**src/hw/rtl/assert_macros.svh**
```systemverilog
// Assertion macros shared by the decoder RTL files.
// No dependencies; include by bare file name.
`ifndef ASSERT_MACROS_SVH
`define ASSERT_MACROS_SVH

// Same-cycle implication, checked outside reset.
`define USD_ASSERT_NOW(label, clk, rst_n, ante, cons, msg) \
    label: assert property (@(posedge clk) disable iff (!rst_n) (ante) |-> (cons)) \
        else $error(msg);

// Next-cycle implication, checked outside reset.
`define USD_ASSERT_NEXT(label, clk, rst_n, ante, cons, msg) \
    label: assert property (@(posedge clk) disable iff (!rst_n) (ante) |=> (cons)) \
        else $error(msg);

`endif

```
**src/hw/rtl/usd_pkg.sv**
```systemverilog
// Shared types and constants for the UTF-8 stream decoder.
// No dependencies; imported by every decoder module.
package usd_pkg;

    // Byte classes of the extended UTF-8 encoding
    localparam logic [7:0] CONT_MIN  = 8'h80;
    localparam logic [7:0] LEAD2_MIN = 8'hC0;
    localparam logic [7:0] LEAD3_MIN = 8'hE0;
    localparam logic [7:0] LEAD4_MIN = 8'hF0;
    localparam logic [7:0] LEAD5_MIN = 8'hF8;
    localparam logic [7:0] LEAD6_MIN = 8'hFC;
    localparam logic [7:0] BAD_LEAD_MIN = 8'hFE;
    localparam logic [1:0] CONT_TAG  = 2'b10;

    // Held continuation bytes in a flush: at most four
    localparam int MAX_HELD  = 4;
    localparam int GROUP_W   = 6;
    localparam int HELD_W    = MAX_HELD * GROUP_W;
    localparam int CP_W      = 31;

    // Command queue between front and back
    localparam int QUEUE_DEPTH = 4;
    localparam int QUEUE_AW    = $clog2(QUEUE_DEPTH);

    // One command: optional raw flush of an open sequence, then an optional tail word
    typedef struct packed {
        logic                flush;
        logic [7:0]          lead;
        logic [2:0]          held;
        logic [HELD_W-1:0]   held_bits;
        logic                tail;
        logic [CP_W-1:0]     tail_cp;
        logic                tail_bad;
    } cmd_t;

endpackage

```
**src/hw/rtl/utf8_stream_decoder_unit.sv**
```systemverilog
// Top level of the extended UTF-8 stream decoder.
// Depends on usd_pkg, usd_front, usd_cmd_queue and usd_back.
//
//   channel  | handshake        | words
//   ---------+------------------+-----------------------------------------
//   input    | push / full      | data_byte, end_of_stream
//   result   | pop / empty      | code_point, malformed, last_of_run
//
// One byte is accepted per cycle while the command queue has room; each byte
// yields zero to six result words, delivered one per cycle from the output
// register while results are popped. Results pass the queue, then that register.
// Rate is set by the back end: a byte that breaks a sequence holds it for
// up to six result words while the four-entry command queue absorbs new bytes.
// Reset (rst_n low, asynchronous) closes any open sequence and empties both sides.
module utf8_stream_decoder_unit
    import usd_pkg::*;
(
    input  logic            clk,
    input  logic            rst_n,
    input  logic [7:0]      data_byte,
    input  logic            end_of_stream,
    input  logic            push,
    output logic            full,
    output logic [CP_W-1:0] code_point,
    output logic            malformed,
    output logic            last_of_run,
    output logic            empty,
    input  logic            pop
);

    logic accept;
    logic cmd_valid;
    cmd_t cmd;
    cmd_t head_cmd;
    logic q_empty;
    logic q_pop;

    assign accept = push && !full;

    usd_front u_front (
        .clk           (clk),
        .rst_n         (rst_n),
        .accept        (accept),
        .data_byte     (data_byte),
        .end_of_stream (end_of_stream),
        .cmd_valid     (cmd_valid),
        .cmd           (cmd)
    );

    usd_cmd_queue u_queue (
        .clk      (clk),
        .rst_n    (rst_n),
        .push     (cmd_valid),
        .push_cmd (cmd),
        .full     (full),
        .pop      (q_pop),
        .head_cmd (head_cmd),
        .empty    (q_empty)
    );

    usd_back u_back (
        .clk         (clk),
        .rst_n       (rst_n),
        .head_cmd    (head_cmd),
        .q_empty     (q_empty),
        .q_pop       (q_pop),
        .code_point  (code_point),
        .malformed   (malformed),
        .last_of_run (last_of_run),
        .empty       (empty),
        .pop         (pop)
    );

endmodule

```
**src/hw/rtl/usd_front.sv**
```systemverilog
// Front end: accepts bytes, tracks the open sequence, builds at most one command per byte.
// Depends on usd_pkg and assert_macros.svh.
`include "assert_macros.svh"

module usd_front
    import usd_pkg::*;
(
    input  logic       clk,
    input  logic       rst_n,
    input  logic       accept,
    input  logic [7:0] data_byte,
    input  logic       end_of_stream,
    output logic       cmd_valid,
    output cmd_t       cmd
);

    logic [7:0]  lead_reg, lead_next;
    logic [2:0]  need_reg, need_next;
    logic [2:0]  rcv_reg,  rcv_next;
    logic [29:0] pay_reg,  pay_next;

    logic        is_cont;
    logic        fresh_emit;
    logic [2:0]  fresh_need;
    logic [29:0] pay_acc;
    logic [2:0]  rcv_acc;
    logic [CP_W-1:0] lead_part;

    // Classify the byte as a fresh start
    always_comb
    begin
        is_cont    = (data_byte[7:6] == CONT_TAG);
        fresh_emit = (data_byte < LEAD2_MIN) || (data_byte >= BAD_LEAD_MIN) || end_of_stream;
        if (data_byte < LEAD3_MIN)
            fresh_need = 3'd1;
        else if (data_byte < LEAD4_MIN)
            fresh_need = 3'd2;
        else if (data_byte < LEAD5_MIN)
            fresh_need = 3'd3;
        else if (data_byte < LEAD6_MIN)
            fresh_need = 3'd4;
        else
            fresh_need = 3'd5;
    end

    // Append the continuation group and place the lead payload bits
    always_comb
    begin
        pay_acc = {pay_reg[23:0], data_byte[5:0]};
        rcv_acc = rcv_reg + 3'd1;
        case (need_reg)
            3'd1:    lead_part = CP_W'(lead_reg[4:0]) << 6;
            3'd2:    lead_part = CP_W'(lead_reg[3:0]) << 12;
            3'd3:    lead_part = CP_W'(lead_reg[2:0]) << 18;
            3'd4:    lead_part = CP_W'(lead_reg[1:0]) << 24;
            3'd5:    lead_part = CP_W'(lead_reg[0]) << 30;
            default: lead_part = '0;
        endcase
    end

    // Decide the command and the next sequence state
    always_comb
    begin
        lead_next = lead_reg;
        need_next = need_reg;
        rcv_next  = rcv_reg;
        pay_next  = pay_reg;
        cmd       = '0;
        if (accept)
        begin
            if (need_reg == 3'd0 || !is_cont)
            begin
                // flush an open sequence that the byte breaks
                if (need_reg != 3'd0)
                begin
                    cmd.flush     = 1'b1;
                    cmd.lead      = lead_reg;
                    cmd.held      = rcv_reg;
                    cmd.held_bits = pay_reg[HELD_W-1:0];
                end
                lead_next = '0;
                need_next = '0;
                rcv_next  = '0;
                pay_next  = '0;
                if (fresh_emit)
                begin
                    cmd.tail     = 1'b1;
                    cmd.tail_cp  = CP_W'(data_byte);
                    cmd.tail_bad = data_byte[7];
                end
                else
                begin
                    lead_next = data_byte;
                    need_next = fresh_need;
                end
            end
            else if (rcv_acc >= need_reg)
            begin
                // complete the sequence
                cmd.tail    = 1'b1;
                cmd.tail_cp = lead_part | CP_W'(pay_acc);
                lead_next   = '0;
                need_next   = '0;
                rcv_next    = '0;
                pay_next    = '0;
            end
            else if (end_of_stream)
            begin
                // stream ends inside the sequence: drop it out raw
                cmd.flush     = 1'b1;
                cmd.lead      = lead_reg;
                cmd.held      = rcv_acc;
                cmd.held_bits = pay_acc[HELD_W-1:0];
                lead_next     = '0;
                need_next     = '0;
                rcv_next      = '0;
                pay_next      = '0;
            end
            else
            begin
                // hold the continuation byte
                rcv_next = rcv_acc;
                pay_next = pay_acc;
            end
        end
        cmd_valid = accept && (cmd.flush || cmd.tail);
    end

    // Hold sequence state
    always_ff @(posedge clk or negedge rst_n)
    begin
        if (!rst_n)
        begin
            lead_reg <= '0;
            need_reg <= '0;
            rcv_reg  <= '0;
            pay_reg  <= '0;
        end
        else
        begin
            lead_reg <= lead_next;
            need_reg <= need_next;
            rcv_reg  <= rcv_next;
            pay_reg  <= pay_next;
        end
    end

    `USD_ASSERT_NOW(a_closed_clean, clk, rst_n, need_reg == 3'd0,
        rcv_reg == 3'd0 && lead_reg == 8'h00 && pay_reg == 30'd0, "closed state not clear")
    `USD_ASSERT_NOW(a_open_bounds, clk, rst_n, need_reg != 3'd0,
        rcv_reg < need_reg && need_reg <= 3'd5, "open sequence count out of range")
    `USD_ASSERT_NOW(a_open_lead, clk, rst_n, need_reg != 3'd0,
        lead_reg >= LEAD2_MIN && lead_reg < BAD_LEAD_MIN, "open sequence without a lead")

endmodule

```
**src/hw/rtl/usd_cmd_queue.sv**
```systemverilog
// Short command queue between the decoder front and back.
// Depends on usd_pkg.
module usd_cmd_queue
    import usd_pkg::*;
(
    input  logic clk,
    input  logic rst_n,
    input  logic push,
    input  cmd_t push_cmd,
    output logic full,
    input  logic pop,
    output cmd_t head_cmd,
    output logic empty
);

    cmd_t                mem [QUEUE_DEPTH];
    logic [QUEUE_AW-1:0] wr_ptr_reg, wr_ptr_next;
    logic [QUEUE_AW-1:0] rd_ptr_reg, rd_ptr_next;
    logic [QUEUE_AW:0]   count_reg,  count_next;
    logic                do_push, do_pop;

    assign full     = (count_reg == (QUEUE_AW+1)'(QUEUE_DEPTH));
    assign empty    = (count_reg == '0);
    assign do_push  = push && !full;
    assign do_pop   = pop && !empty;
    assign head_cmd = mem[rd_ptr_reg];

    // Advance pointers; depth is a power of two so they wrap naturally
    always_comb
    begin
        wr_ptr_next = do_push ? wr_ptr_reg + QUEUE_AW'(1) : wr_ptr_reg;
        rd_ptr_next = do_pop ? rd_ptr_reg + QUEUE_AW'(1) : rd_ptr_reg;
        count_next  = count_reg + (QUEUE_AW+1)'(do_push) - (QUEUE_AW+1)'(do_pop);
    end

    always_ff @(posedge clk or negedge rst_n)
    begin
        if (!rst_n)
        begin
            wr_ptr_reg <= '0;
            rd_ptr_reg <= '0;
            count_reg  <= '0;
        end
        else
        begin
            wr_ptr_reg <= wr_ptr_next;
            rd_ptr_reg <= rd_ptr_next;
            count_reg  <= count_next;
        end
    end

    // Store the command word
    always_ff @(posedge clk)
    begin
        if (do_push)
            mem[wr_ptr_reg] <= push_cmd;
    end

endmodule

```
**src/hw/rtl/usd_back.sv**
```systemverilog
// Back end: expands each command into result words through an output register.
// Depends on usd_pkg and assert_macros.svh.
`include "assert_macros.svh"

module usd_back
    import usd_pkg::*;
(
    input  logic            clk,
    input  logic            rst_n,
    input  cmd_t            head_cmd,
    input  logic            q_empty,
    output logic            q_pop,
    output logic [CP_W-1:0] code_point,
    output logic            malformed,
    output logic            last_of_run,
    output logic            empty,
    input  logic            pop
);

    logic [2:0]      idx_reg, idx_next;
    logic            valid_reg, valid_next;
    logic [CP_W-1:0] cp_reg, cp_next;
    logic            bad_reg, bad_next;
    logic            last_reg, last_next;

    logic            advance;
    logic            produce;
    logic [2:0]      word_cnt;
    logic [2:0]      sel_full;
    logic [1:0]      sel;
    logic [5:0]      group;
    logic            is_last;

    assign advance = !valid_reg || pop;
    assign produce = advance && !q_empty;
    assign q_pop   = produce && is_last;

    // Pick the word at the current step of the head command
    always_comb
    begin
        word_cnt = (head_cmd.flush ? 3'd1 + head_cmd.held : 3'd0) + 3'(head_cmd.tail);
        is_last  = (idx_reg == word_cnt - 3'd1);
        sel_full = head_cmd.held - idx_reg;
        sel      = sel_full[1:0];
        case (sel)
            2'd0:    group = head_cmd.held_bits[5:0];
            2'd1:    group = head_cmd.held_bits[11:6];
            2'd2:    group = head_cmd.held_bits[17:12];
            2'd3:    group = head_cmd.held_bits[23:18];
            default: group = '0;
        endcase
        if (head_cmd.flush && idx_reg == 3'd0)
        begin
            cp_next  = CP_W'(head_cmd.lead);
            bad_next = 1'b1;
        end
        else if (head_cmd.flush && idx_reg <= head_cmd.held)
        begin
            cp_next  = CP_W'({2'b10, group});
            bad_next = 1'b1;
        end
        else
        begin
            cp_next  = head_cmd.tail_cp;
            bad_next = head_cmd.tail_bad;
        end
        last_next = is_last;
    end

    // Step through the command; restart at its last word
    always_comb
    begin
        idx_next   = idx_reg;
        valid_next = valid_reg;
        if (advance)
            valid_next = !q_empty;
        if (produce)
            idx_next = is_last ? 3'd0 : idx_reg + 3'd1;
    end

    always_ff @(posedge clk or negedge rst_n)
    begin
        if (!rst_n)
        begin
            idx_reg   <= '0;
            valid_reg <= 1'b0;
        end
        else
        begin
            idx_reg   <= idx_next;
            valid_reg <= valid_next;
        end
    end

    // Load the output word
    always_ff @(posedge clk)
    begin
        if (produce)
        begin
            cp_reg   <= cp_next;
            bad_reg  <= bad_next;
            last_reg <= last_next;
        end
    end

    assign code_point  = cp_reg;
    assign malformed   = bad_reg;
    assign last_of_run = last_reg;
    assign empty       = !valid_reg;

    `USD_ASSERT_NOW(a_idle_step, clk, rst_n, q_empty, idx_reg == 3'd0,
        "step counter not at rest with no command")
    `USD_ASSERT_NOW(a_step_bound, clk, rst_n, !q_empty, idx_reg < word_cnt,
        "step counter past end of command")
    `USD_ASSERT_NEXT(a_pop_on_last, clk, rst_n, produce && is_last,
        valid_reg && last_of_run, "command finished without a last word")

endmodule
```
**config.mk**
```make
export PLATFORM = sky130hd
export DESIGN_NAME = utf8_stream_decoder_unit
export DESIGN_NICKNAME = d
export VERILOG_FILES = /design/src/hw/rtl/usd_pkg.sv /design/src/hw/rtl/utf8_stream_decoder_unit.sv /design/src/hw/rtl/usd_front.sv /design/src/hw/rtl/usd_cmd_queue.sv /design/src/hw/rtl/usd_back.sv
export VERILOG_INCLUDE_DIRS = /design/src /design/src/hw/rtl
export SDC_FILE = /design/constraint.sdc
export NUM_CORES = 1
export LEC_CHECK = 0
export BUFFER_PORTS_ARGS = -buffer_cell sky130_fd_sc_hd__buf_2
export CORE_ASPECT_RATIO = 0.6
export CORE_MARGIN = 2
export CORE_UTILIZATION = 45
export CTS_CLUSTER_SIZE = 8
export DETAILED_ROUTE_END_ITERATION = 12
export GPL_TIMING_DRIVEN = 0
export PLACE_DENSITY = 0.67
export SLEW_MARGIN = 25
export SYNTH_ARGS = -nofsm -noshare
export SYNTH_HDL_FRONTEND = slang
export SYNTH_SLANG_ARGS = --single-unit
```
**constraint.sdc**
```tcl
create_clock -name clk -period 5.1 [get_ports clk]
set_input_delay 0.51 -clock clk [delete_from_list [all_inputs] [get_ports clk]]
set_output_delay 0.51 -clock clk [all_outputs]
set_load 0.02 [all_outputs]
```
==> flow_summary.toml, run 1 <==
[status]
status = "finished with violations"
violations = "hold timing"

[flow_run]
cap_viol_max_count = 0

[setup_path]
cp-end-kind = "flip-flop"
crit_type = "reg -> reg"
cp_slowest_cell = "clkbuf_1"
crit_buf_inv = 7
critical-path-top-delay-family = "buffers and inverters"
critPathMaxStageDelay_ps = 680
crit_chain = "buf_2, buf_2, buf_4, buf_2, mux4_2, inv_1, ha_1, buf_1, nand3_1, o21ai_0, o21a_1, clkbuf_1, o221ai_1"
critPathArrivalTime_ps = 5060
crit_required_ps = 5340
crit_fanout = 19
cp_common_cell = "buf_2"
startpoint_type = "flip-flop"

[routing]
drt_drc_violations_left = 0
via_count = 8050
wl_um = 33800
routedWlPerCell_um = 24.3
antenna_left = 0
initialDrtViolationCount = 934
firstDrtPassIters = 6
vias_per_cell = 5.78

[power]
leakagePower_nw = 6.23
ir_drop_uv = 306
power_mw = 10.2
power_density_nw_per_um2 = 595

[cells_and_area]
largest_reg_flops = 276
drive_above_1_share_pct = 23.2
fin_cells = 1392
syn_to_final_growth_pct = 17.3
fin_nets = 971

[clock_tree]
cts.sinks = 358
cts_tree = "done"
cts_buffers = 50
worstSkewPairLatency_ps = 560
cts_hold_buf = 0
cts_buffer_depth = 3
htree_levels = 2
clkSlewWorstSetupHoldPaths_ps = 50
root_buffer = "clkbuf_16"

[synth]
synth_edf_count = 309
synth_area_um2 = 14700
synth.distinct_cells = 53
ys_seq_area_share_pct = 71.7
synth_seq_cells = 358
synthesis.nets = 860
syn_area_per_cell_um2 = 17.7
synth_ff_type = "edfxtp_1"
yosys_warnings = 0
async_reset_ff_share_pct = 13.7
syn_inst = 827

[global_route]
overflow = 0
grtUsageTotal_pct = 20.9
grt_pass1_vias = 8001
grt_max_degree = 50
grt_pass1_wl_um = 51500
antenna_found_initial = 1

[floorplanning]
die_x_um = 237
core_um2 = 32200
io-pin-count = 48
rows = 51
dieHeight_um = 144
initial_utilization_pct = 45.5
die_area_um2 = 34100

[sta]
setup_viol = 0
hold_viol = 4
rsz0062_at_grt = "no"
slew_viol_final = 0
slew_headroom_pct = 44.2
finalClockSkew_ps = 29.1
min_period_ps = 4810
tightest_slew_ps = 837
timing.hold.ws_ps = -7.87
fmax_mhz = 208
period_share_pct = 94.4

[hold_path]
hp-class = "in -> async"

[placement]
place.gp.congestion = 0.886
placed_cells = 1311
portBuffers = 47
hpwl_um = 23500
==> synth_stat cells (8+ instances only) <==
cell	instances	area share, %
a21oi_1	40	1.4
a22o_1	34	2.0
and2_1	19	0.81
and3_1	11	0.47
buf_2	11	0.38
clkbuf_1	18	0.46
dfrtp_1	49	8.4
edfxtp_1	309	63
ha_1	19	1.6
inv_1	31	0.79
mux4_2	73	11
nand2_1	43	1.1
nand3_1	29	0.99
nor2_1	21	0.54
nor2b_1	33	1.4
o221ai_1	8	0.48
xor2_1	8	0.48
==> logic make-up after synthesis <==
| family | count (synthesis) | share of synthesized area, % |
|---|---|---|
| mux | 75 | 11.4 |
| flops | 358 | 71.7 |
| buf+inv | 71 | 2.25 |
| simple gates | 178 | 6.51 |
| xor+xnor | 15 | 0.999 |
| fa+ha+maj | 20 | 1.76 |
| compound gates | 110 | 5.41 |
==> routing by layer <==
metal  vias to the layer above  GRT usage [%]  routed length [µm]
met5                         -              0                   0
met4                         0           6.10                 768
met3                        79           6.84                3420
met2                       355           28.0               13700
met1                      4128           32.2               15900
li1                       3488              -                   -
==> worst register-to-register path: cells and delay by family, from the launching register on <==
family                     cells  cell delay (ps)
DFF                            1              310
muxes                          1              310
buffers and inverters          7             2630
AOI/OAI and AO/OA              3              850
adders and majority gates      1              270
and+or+nand+nor                1              140
==> area by class of cell <==
class,count,area [µm²]
timing repair buffer,60,566
fill,2514,15000
sequential,358,10500
clock inverter,1,16.3
multi-input combinational,398,3860
buffer,39,209
inverter,31,116
tap,424,531
antenna,1,2.50
clock buffer,80,1370
==> cells in the final DEF, fill, tap and decap left out, types with 21 or more instances in the layout <==
cell type  count
nand2_1       43
nand3_1       29
clkbuf_16     50
inv_1         30
clkbuf_1      46
dfrtp_1       49
mux4_2        73
nor2_1        21
buf_2         57
a21oi_1       40
a22o_1        34
nor2b_1       29
edfxtp_1     309
==> final timing paths <==
path / cells past startpoint / slack, ps / startpoint / end
min in group clk: 2 / 140 / pop / u_back.valid_reg$_DFFE_PN0N_
setup / recovery: 13 / 290 / u_queue.rd_ptr_reg[1]$_DFFE_PN0P_ / u_back.code_point[3]$_DFFE_PP_
setup reg to reg: 13 / 290 / u_queue.rd_ptr_reg[1]$_DFFE_PN0P_ / u_back.code_point[3]$_DFFE_PP_
max in group asynchronous: 1 / 4630 / rst_n / u_front.pay_reg[4]$_DFFE_PN0P_
hold / removal: 1 / -8 / rst_n / u_queue.wr_ptr_reg[0]$_DFFE_PN0P_
hold reg to reg: 1 / 470 / u_front.lead_reg[5]$_DFFE_PN0P_ / u_front.lead_reg[5]$_DFFE_PN0P_
==> report_power, final <==
| part | internal, mW | total, mW | switching, mW |
|---|---|---|---|
| Clock | 1.81 | 2.96 | 1.15 |
| Sequential | 3.88 | 4.04 | 0.155 |
| Combinational | 1.37 | 3.23 | 1.86 |
| Total | 7.06 | 10.2 | 3.17 |
==> stage by stage <==
step	util (%)	setup TNS, ps	setup slack [ps]	area [µm²]	hold WS [ps]
global placement	47.8	-808830	-3010	15400	458
CTS	53.3	0	223	17200	14.5
finish	53.3	0	286	17200	-7.87
floorplan	-	-117130	-424	14700	214
detailed placement	49.0	0	244	15800	460
global route	53.3	0	21.6	17200	29.0
==> what timing repair did <==
item / 4_1_cts / 5_1_grt
gates resized for setup: 0 / 0
setup endpoints to repair: 0 / 3
setup buffers: 0 / 0
No activity file was read; power rests on OpenSTA's default activity.
==> run 2, diff against run 1 <==
--- a/config.mk
+++ b/config.mk
@@ -13,7 +13,8 @@
 export CTS_CLUSTER_SIZE = 8
 export DETAILED_ROUTE_END_ITERATION = 12
 export GPL_TIMING_DRIVEN = 0
-export PLACE_DENSITY = 0.67
+export HOLD_SLACK_MARGIN = 0.1
+export PLACE_DENSITY = 0.65
 export SLEW_MARGIN = 25
 export SYNTH_ARGS = -nofsm -noshare
 export SYNTH_HDL_FRONTEND = slang
==> constraint.sdc (replaced) <==
create_clock -name clk -period 5.3 [get_ports clk]
set_input_delay 0.53 -clock clk [delete_from_list [all_inputs] [get_ports clk]]
set_output_delay 0.53 -clock clk [all_outputs]
set_load 0.02 [all_outputs]
==> flow_summary.toml, run 2 (synthesized netlist as in run 1, its figures left out) <==
[status]
status = "complete, no violations"

[power]
power_density_nw_per_um2 = 580
ir_drop_uv = 443
pwr-share-comb_pct = 32.2
clockPowerShare_pct = 29.1
internal_power_mw = 6.88
swShare_pct = 31.4
leakagePower_nw = 6.28
switching_power_mw = 3.15
p_seq_share_pct = 38.7

[clock_tree]
root_buffer = "clkbuf_16"
cts_tree = "done"
cts.repair.resized = 0
cts.sinks = 358
cts_buffer_depth = 3
htree_levels = 2
cts_buffers = 50
worstSkewPairLatency_ps = 560
clkSlewWorstSetupHoldPaths_ps = 50

[routing]
routedWlPerCell_um = 23.4
wl_um = 33000
vias_per_cell = 5.69
initialDrtViolationCount = 876
firstDrtPassIters = 5
drt_drc_violations_left = 0
via_count = 8001
antenna_left = 0

[cells_and_area]
syn_to_final_growth_pct = 18.1
fin_nets = 975
regArea_um2 = 10500
final_common_cell = "edfxtp_1"
fillers = 2543
final_cell_mix = "edfxtp_1 (309), mux4_2 (73), buf_2 (57)"
fin_cells = 1407
drive_above_1_share_pct = 23.1
largest_reg_flops = 276
multi_input_area_um2 = 3860

[setup_path]
critical-path-top-delay-family = "buffers and inverters"
reg2reg_slack_ps = 310
startpoint_type = "flip-flop"
crit_required_ps = 5510
crit_chain = "buf_2, buf_2, buf_4, clkbuf_1, mux4_2, inv_1, ha_1, nor2b_1, o21a_1, o21ai_0, o21a_1, clkbuf_1, o221ai_1"
crit_buf_inv = 6
cp-end-kind = "flip-flop"
critPathArrivalTime_ps = 5200
crit_type = "reg -> reg"
critPathMaxStageDelay_ps = 760
crit_fanout = 10
cp_slowest_cell = "clkbuf_1"

[floorplanning]
die_x_um = 237
initial_utilization_pct = 45.5
rows = 51
dieHeight_um = 144
die_area_um2 = 34100
io-pin-count = 48
core_um2 = 32200

[global_route]
antenna_found_initial = 3
grt_pass1_vias = 8098
overflow = 0
grt_pass1_wl_um = 50300
grtUsageTotal_pct = 20.1
grt_max_degree = 50

[hold_path]
hp-class = "in -> reg"

[sta]
slew_headroom_pct = 36.5
hold_viol = 0
fmax_mhz = 201
min_period_ps = 4990
finalClockSkew_ps = 17.0
tightest_slew_ps = 952
timing.hold.ws_ps = 192
rsz0062_at_grt = "no"
layout_setup_ws_ps = 315
period_share_pct = 94.1
slew_viol_final = 0
setup_viol = 0

[placement]
hpwl_um = 22700
placed_cells = 1313
portBuffers = 47
place.gp.congestion = 0.813
dp_slack_ps = 345

[flow_run]
cap_viol_max_count = 0
run 2: final timing paths:
check,from,end,depth (start not counted)
min,pop,u_back.valid_reg$_DFFE_PN0N_,2
max reg2reg,u_queue.rd_ptr_reg[1]$_DFFE_PN0P_,u_back.code_point[4]$_DFFE_PP_,13
min in group asynchronous,rst_n,u_front.pay_reg[22]$_DFFE_PN0P_,2
min reg2reg,u_front.lead_reg[6]$_DFFE_PN0P_,u_front.lead_reg[6]$_DFFE_PN0P_,1
max in group asynchronous,rst_n,u_back.idx_reg[2]$_DFFE_PN0P_,2
max,u_queue.rd_ptr_reg[1]$_DFFE_PN0P_,u_back.code_point[4]$_DFFE_PP_,13
run 2: area by class of cell:
class	count	share of cell area, %
antenna	2	0.0289
inverter	31	0.673
timing repair buffer	63	3.65
clock inverter	1	0.0506
buffer	40	1.23
multi-input combinational	398	22.3
clock buffer	90	8.28
tap	424	3.07
sequential	358	60.7
run 2: per-layer routing:
layer | up-vias | GRT usage [%] | routed length (µm)
met5 | - | 0 | 0
met2 | 266 | 29.1 | 14300
li1 | 3496 | - | -
met3 | 49 | 4.36 | 2440
met1 | 4190 | 30.8 | 15600
met4 | 0 | 5.50 | 641
run 2: power by group through the flow:
stage | Clock, mW | Sequential (mW) | Combinational (mW)
after global placement | 0 | 4.03 | 2.99
after floorplan | 0 | 4.12 | 1.90
after global routing | 3.10 | 3.92 | 3.48
after CTS | 2.97 | 3.89 | 3.27
final | 2.92 | 3.88 | 3.23
after detailed placement | 0 | 3.93 | 3.26
run 2: repair_timing:
action	4_1_cts	5_1_grt
hold buffers	1	0
setup buffers	0	0
setup endpoints to repair	0	0
hold endpoints to repair	49	0
run 2: through the flow:
step	area (µm²)	TNS, ps	utilization (%)	power, mW
after floorplan	14700	-61920	-	6.03
after global placement	15400	-809290	47.8	7.02
after detailed placement	15800	0	49.2	7.19
after CTS	17300	0	53.7	10.1
after global routing	17300	0	53.7	10.5
final	17300	0	53.7	10.0
==> run 3, diff against run 2 <==
--- a/config.mk
+++ b/config.mk
@@ -14,8 +14,9 @@
 export DETAILED_ROUTE_END_ITERATION = 12
 export GPL_TIMING_DRIVEN = 0
 export HOLD_SLACK_MARGIN = 0.1
-export PLACE_DENSITY = 0.65
+export PLACE_DENSITY = 0.59
 export SLEW_MARGIN = 25
 export SYNTH_ARGS = -nofsm -noshare
 export SYNTH_HDL_FRONTEND = slang
+export SYNTH_HIERARCHICAL = 1
 export SYNTH_SLANG_ARGS = --single-unit
==> flow_summary.toml, run 3 <==
[setup_path]
crit_required_ps = 5770
cp-end-kind = "flip-flop"
reg2reg_slack_ps = 900
startpoint_type = "flip-flop"
critPathArrivalTime_ps = 4860
startpoint = "u_queue/rd_ptr_reg[1]$_DFFE_PN0P_"
endpoint = "u_queue/count_reg[2]$_DFF_PN0_"
r2r_start = "u_queue/rd_ptr_reg[1]$_DFFE_PN0P_"
crit_type = "reg -> reg"
r2r_end = "u_queue/count_reg[2]$_DFF_PN0_"
reg2regPathDepth = 17
crit_fanout = 10

[synth]
synth_area_um2 = 14900
synth_area_leaders = "edfxtp_1 (62%), mux4_2 (10%), dfrtp_1 (8.2%), and2_1 (2.0%), ha_1 (1.6%)"
syn_inst = 844
async_reset_ff_share_pct = 13.7
netlist.area_leader.share_pct = 62.2
yosys-top-cells-count = "edfxtp_1 (309), mux4_2 (69), nor2_1 (52), dfrtp_1 (49), and2_1 (47)"
yosys_warnings = 6
yosysTopAreaCell = "edfxtp_1"
syn_area_per_cell_um2 = 17.7
ys_seq_area_share_pct = 70.4
yosysMostFrequentCell = "edfxtp_1"
synth_edf_count = 309
synthesis.nets = 877
synth_ff_type = "edfxtp_1"
synth.distinct_cells = 58
synth_seq_cells = 358

[clock_tree]
htree_levels = 2
cts.repair.resized = 0
cts_hold_buf = 1
cts_buffer_depth = 3
worstSkewPairLatency_ps = 560
cts.sinks = 358
cts_setup_buffers = 0
root_buffer = "clkbuf_16"
cts_tree = "done"
cts_buffers = 50
clkSlewWorstSetupHoldPaths_ps = 50

[power]
internal_power_mw = 7.21
clockPowerShare_pct = 27.5
ir_drop_uv = 292
power_mw = 10.5
power_density_nw_per_um2 = 604
leakagePower_nw = 6.19
pwr-share-comb_pct = 33.5
p_seq_share_pct = 39.1
swShare_pct = 31.2
switching_power_mw = 3.27

[cells_and_area]
diodes = 0
postLayoutCellArea_um2 = 17400
fillers = 2627
fin_nets = 987
largest_reg_flops = 276
syn_to_final_growth_pct = 16.3
final_common_cell = "edfxtp_1"
drive_above_1_share_pct = 23.2
fin_cells = 1408
final_cell_mix = "edfxtp_1 (309), mux4_2 (69), buf_2 (61)"

[sta]
tightest_slew_ps = 777
slew_headroom_pct = 48.1
rsz0062_at_grt = "no"
layout_setup_ws_ps = 904
min_period_ps = 4400
period_share_pct = 82.9
fmax_mhz = 227
hold_viol = 0
setup_viol = 0
finalClockSkew_ps = 21.3
timing.hold.ws_ps = 175
slew_viol_final = 0

[floorplanning]
die_area_um2 = 34700
initial_utilization_pct = 45.8
rows = 51
die_x_um = 239
dieHeight_um = 145
core_um2 = 32500
io-pin-count = 48

[routing]
via_count = 7960
initialDrtViolationCount = 850
wl_um = 33300
vias_per_cell = 5.65
routedWlPerCell_um = 23.7
firstDrtPassIters = 5
antenna_left = 0
drt_drc_violations_left = 0

[placement]
placed_cells = 1325
place.gp.congestion = 0.834
hpwl_um = 22700
placed_cell_area_um2 = 15900
dp_slack_ps = 882
portBuffers = 47

[global_route]
antenna_found_initial = 1
grt_pass1_vias = 8016
grt_pass1_wl_um = 50700
overflow = 0
grt_max_degree = 50
grtUsageTotal_pct = 19.8

[flow_run]
cap_viol_max_count = 0

[hold_path]
hp-class = "in -> reg"

[status]
status = "complete, no violations"
==> run 3: cell types whose count changed after synthesis, sizes merged, moves of 19 or more <==
cell   previous run  this run
and2             21        47
nand3            29        10
o21ai             6        38
nand2            44        13
nor2b            33         2
nor2             21        52
==> run 3: kinds of logic after synthesis <==
logic type               after synthesis  share of synthesized area, %
flip-flops                           358                          70.4
XOR/XNOR                              10                         0.587
AO/OA/AOI/OAI                        134                          5.81
multiplexers                          87                          12.4
buffers and inverters                 72                          3.05
adder cells (fa/ha/maj)               20                          1.73
AND/OR/NAND/NOR                      163                          6.03
==> run 3: worst min path at each step <==
stage                                          from                         endpoint  slack, ps  cells past startpoint
finish                                          pop     u_back/valid_reg$_DFFE_PN0N_        170                      2
detailed placement  u_front/lead_reg[7]$_DFFE_PN0P_  u_front/lead_reg[7]$_DFFE_PN0P_        490                      1
global placement    u_front/lead_reg[7]$_DFFE_PN0P_  u_front/lead_reg[7]$_DFFE_PN0P_        490                      1
global route                                    pop     u_back/valid_reg$_DFFE_PN0N_        180                      2
floorplan                                     rst_n    u_back/idx_reg[0]$_DFFE_PN0P_        230                      0
CTS                                             pop     u_back/valid_reg$_DFFE_PN0N_        150                      2
==> run 3: power by group through the flow <==
stage	logic [mW]	clock network, mW	registers (mW)
4_1_cts	3.56	2.94	4.10
3_3_place_gp	3.41	0	4.21
3_5_place_dp	3.54	0	4.15
6_report	3.51	2.88	4.09
2_1_floorplan	2.23	0	4.30
5_1_grt	3.82	3.08	4.15
==> run 3: layout make-up <==
cell class,count,area (µm²),area share [%]
clock inverters,1,8.76,0.0505
well taps,424,531,3.06
flip-flops and latches,358,10500,60.5
inverters,30,113,0.649
repair buffers,58,463,2.67
plain buffers,42,343,1.98
clock buffers,81,1400,8.06
multi-input cells,414,3990,23.0
==> run 3: per-layer routing <==
layer / track usage (%) / part of all wire [%]
met1: 32.8 / 51
met2: 26.2 / 41
met3: 4.60 / 7.1
met4: 4.53 / 1.1
met5: 0 / 0
==> run 3: metrics by stage <==
step | TNS, ps | util (%)
final | 0 | 53.3
after global routing | 0 | 53.3
after CTS | 0 | 53.3
after detailed placement | 0 | 49.0
after global placement | -229560 | 48.2
after floorplan | 0 | -
==> run 3: critical path, cell delays in order (launching register included) <==
cell and delay, ps:
dfrtp_1 310, clkbuf_1 430, buf_2 410, mux4_2 400
ha_1 300, nand2_1 50, ha_1 200, xnor2_1 130
and3_1 210, nor4b_2 530, o31ai_1 210, inv_1 90
ha_1 120, inv_1 40, ha_1 180, fa_1 370
xnor2_1 190, xnor2_1 140
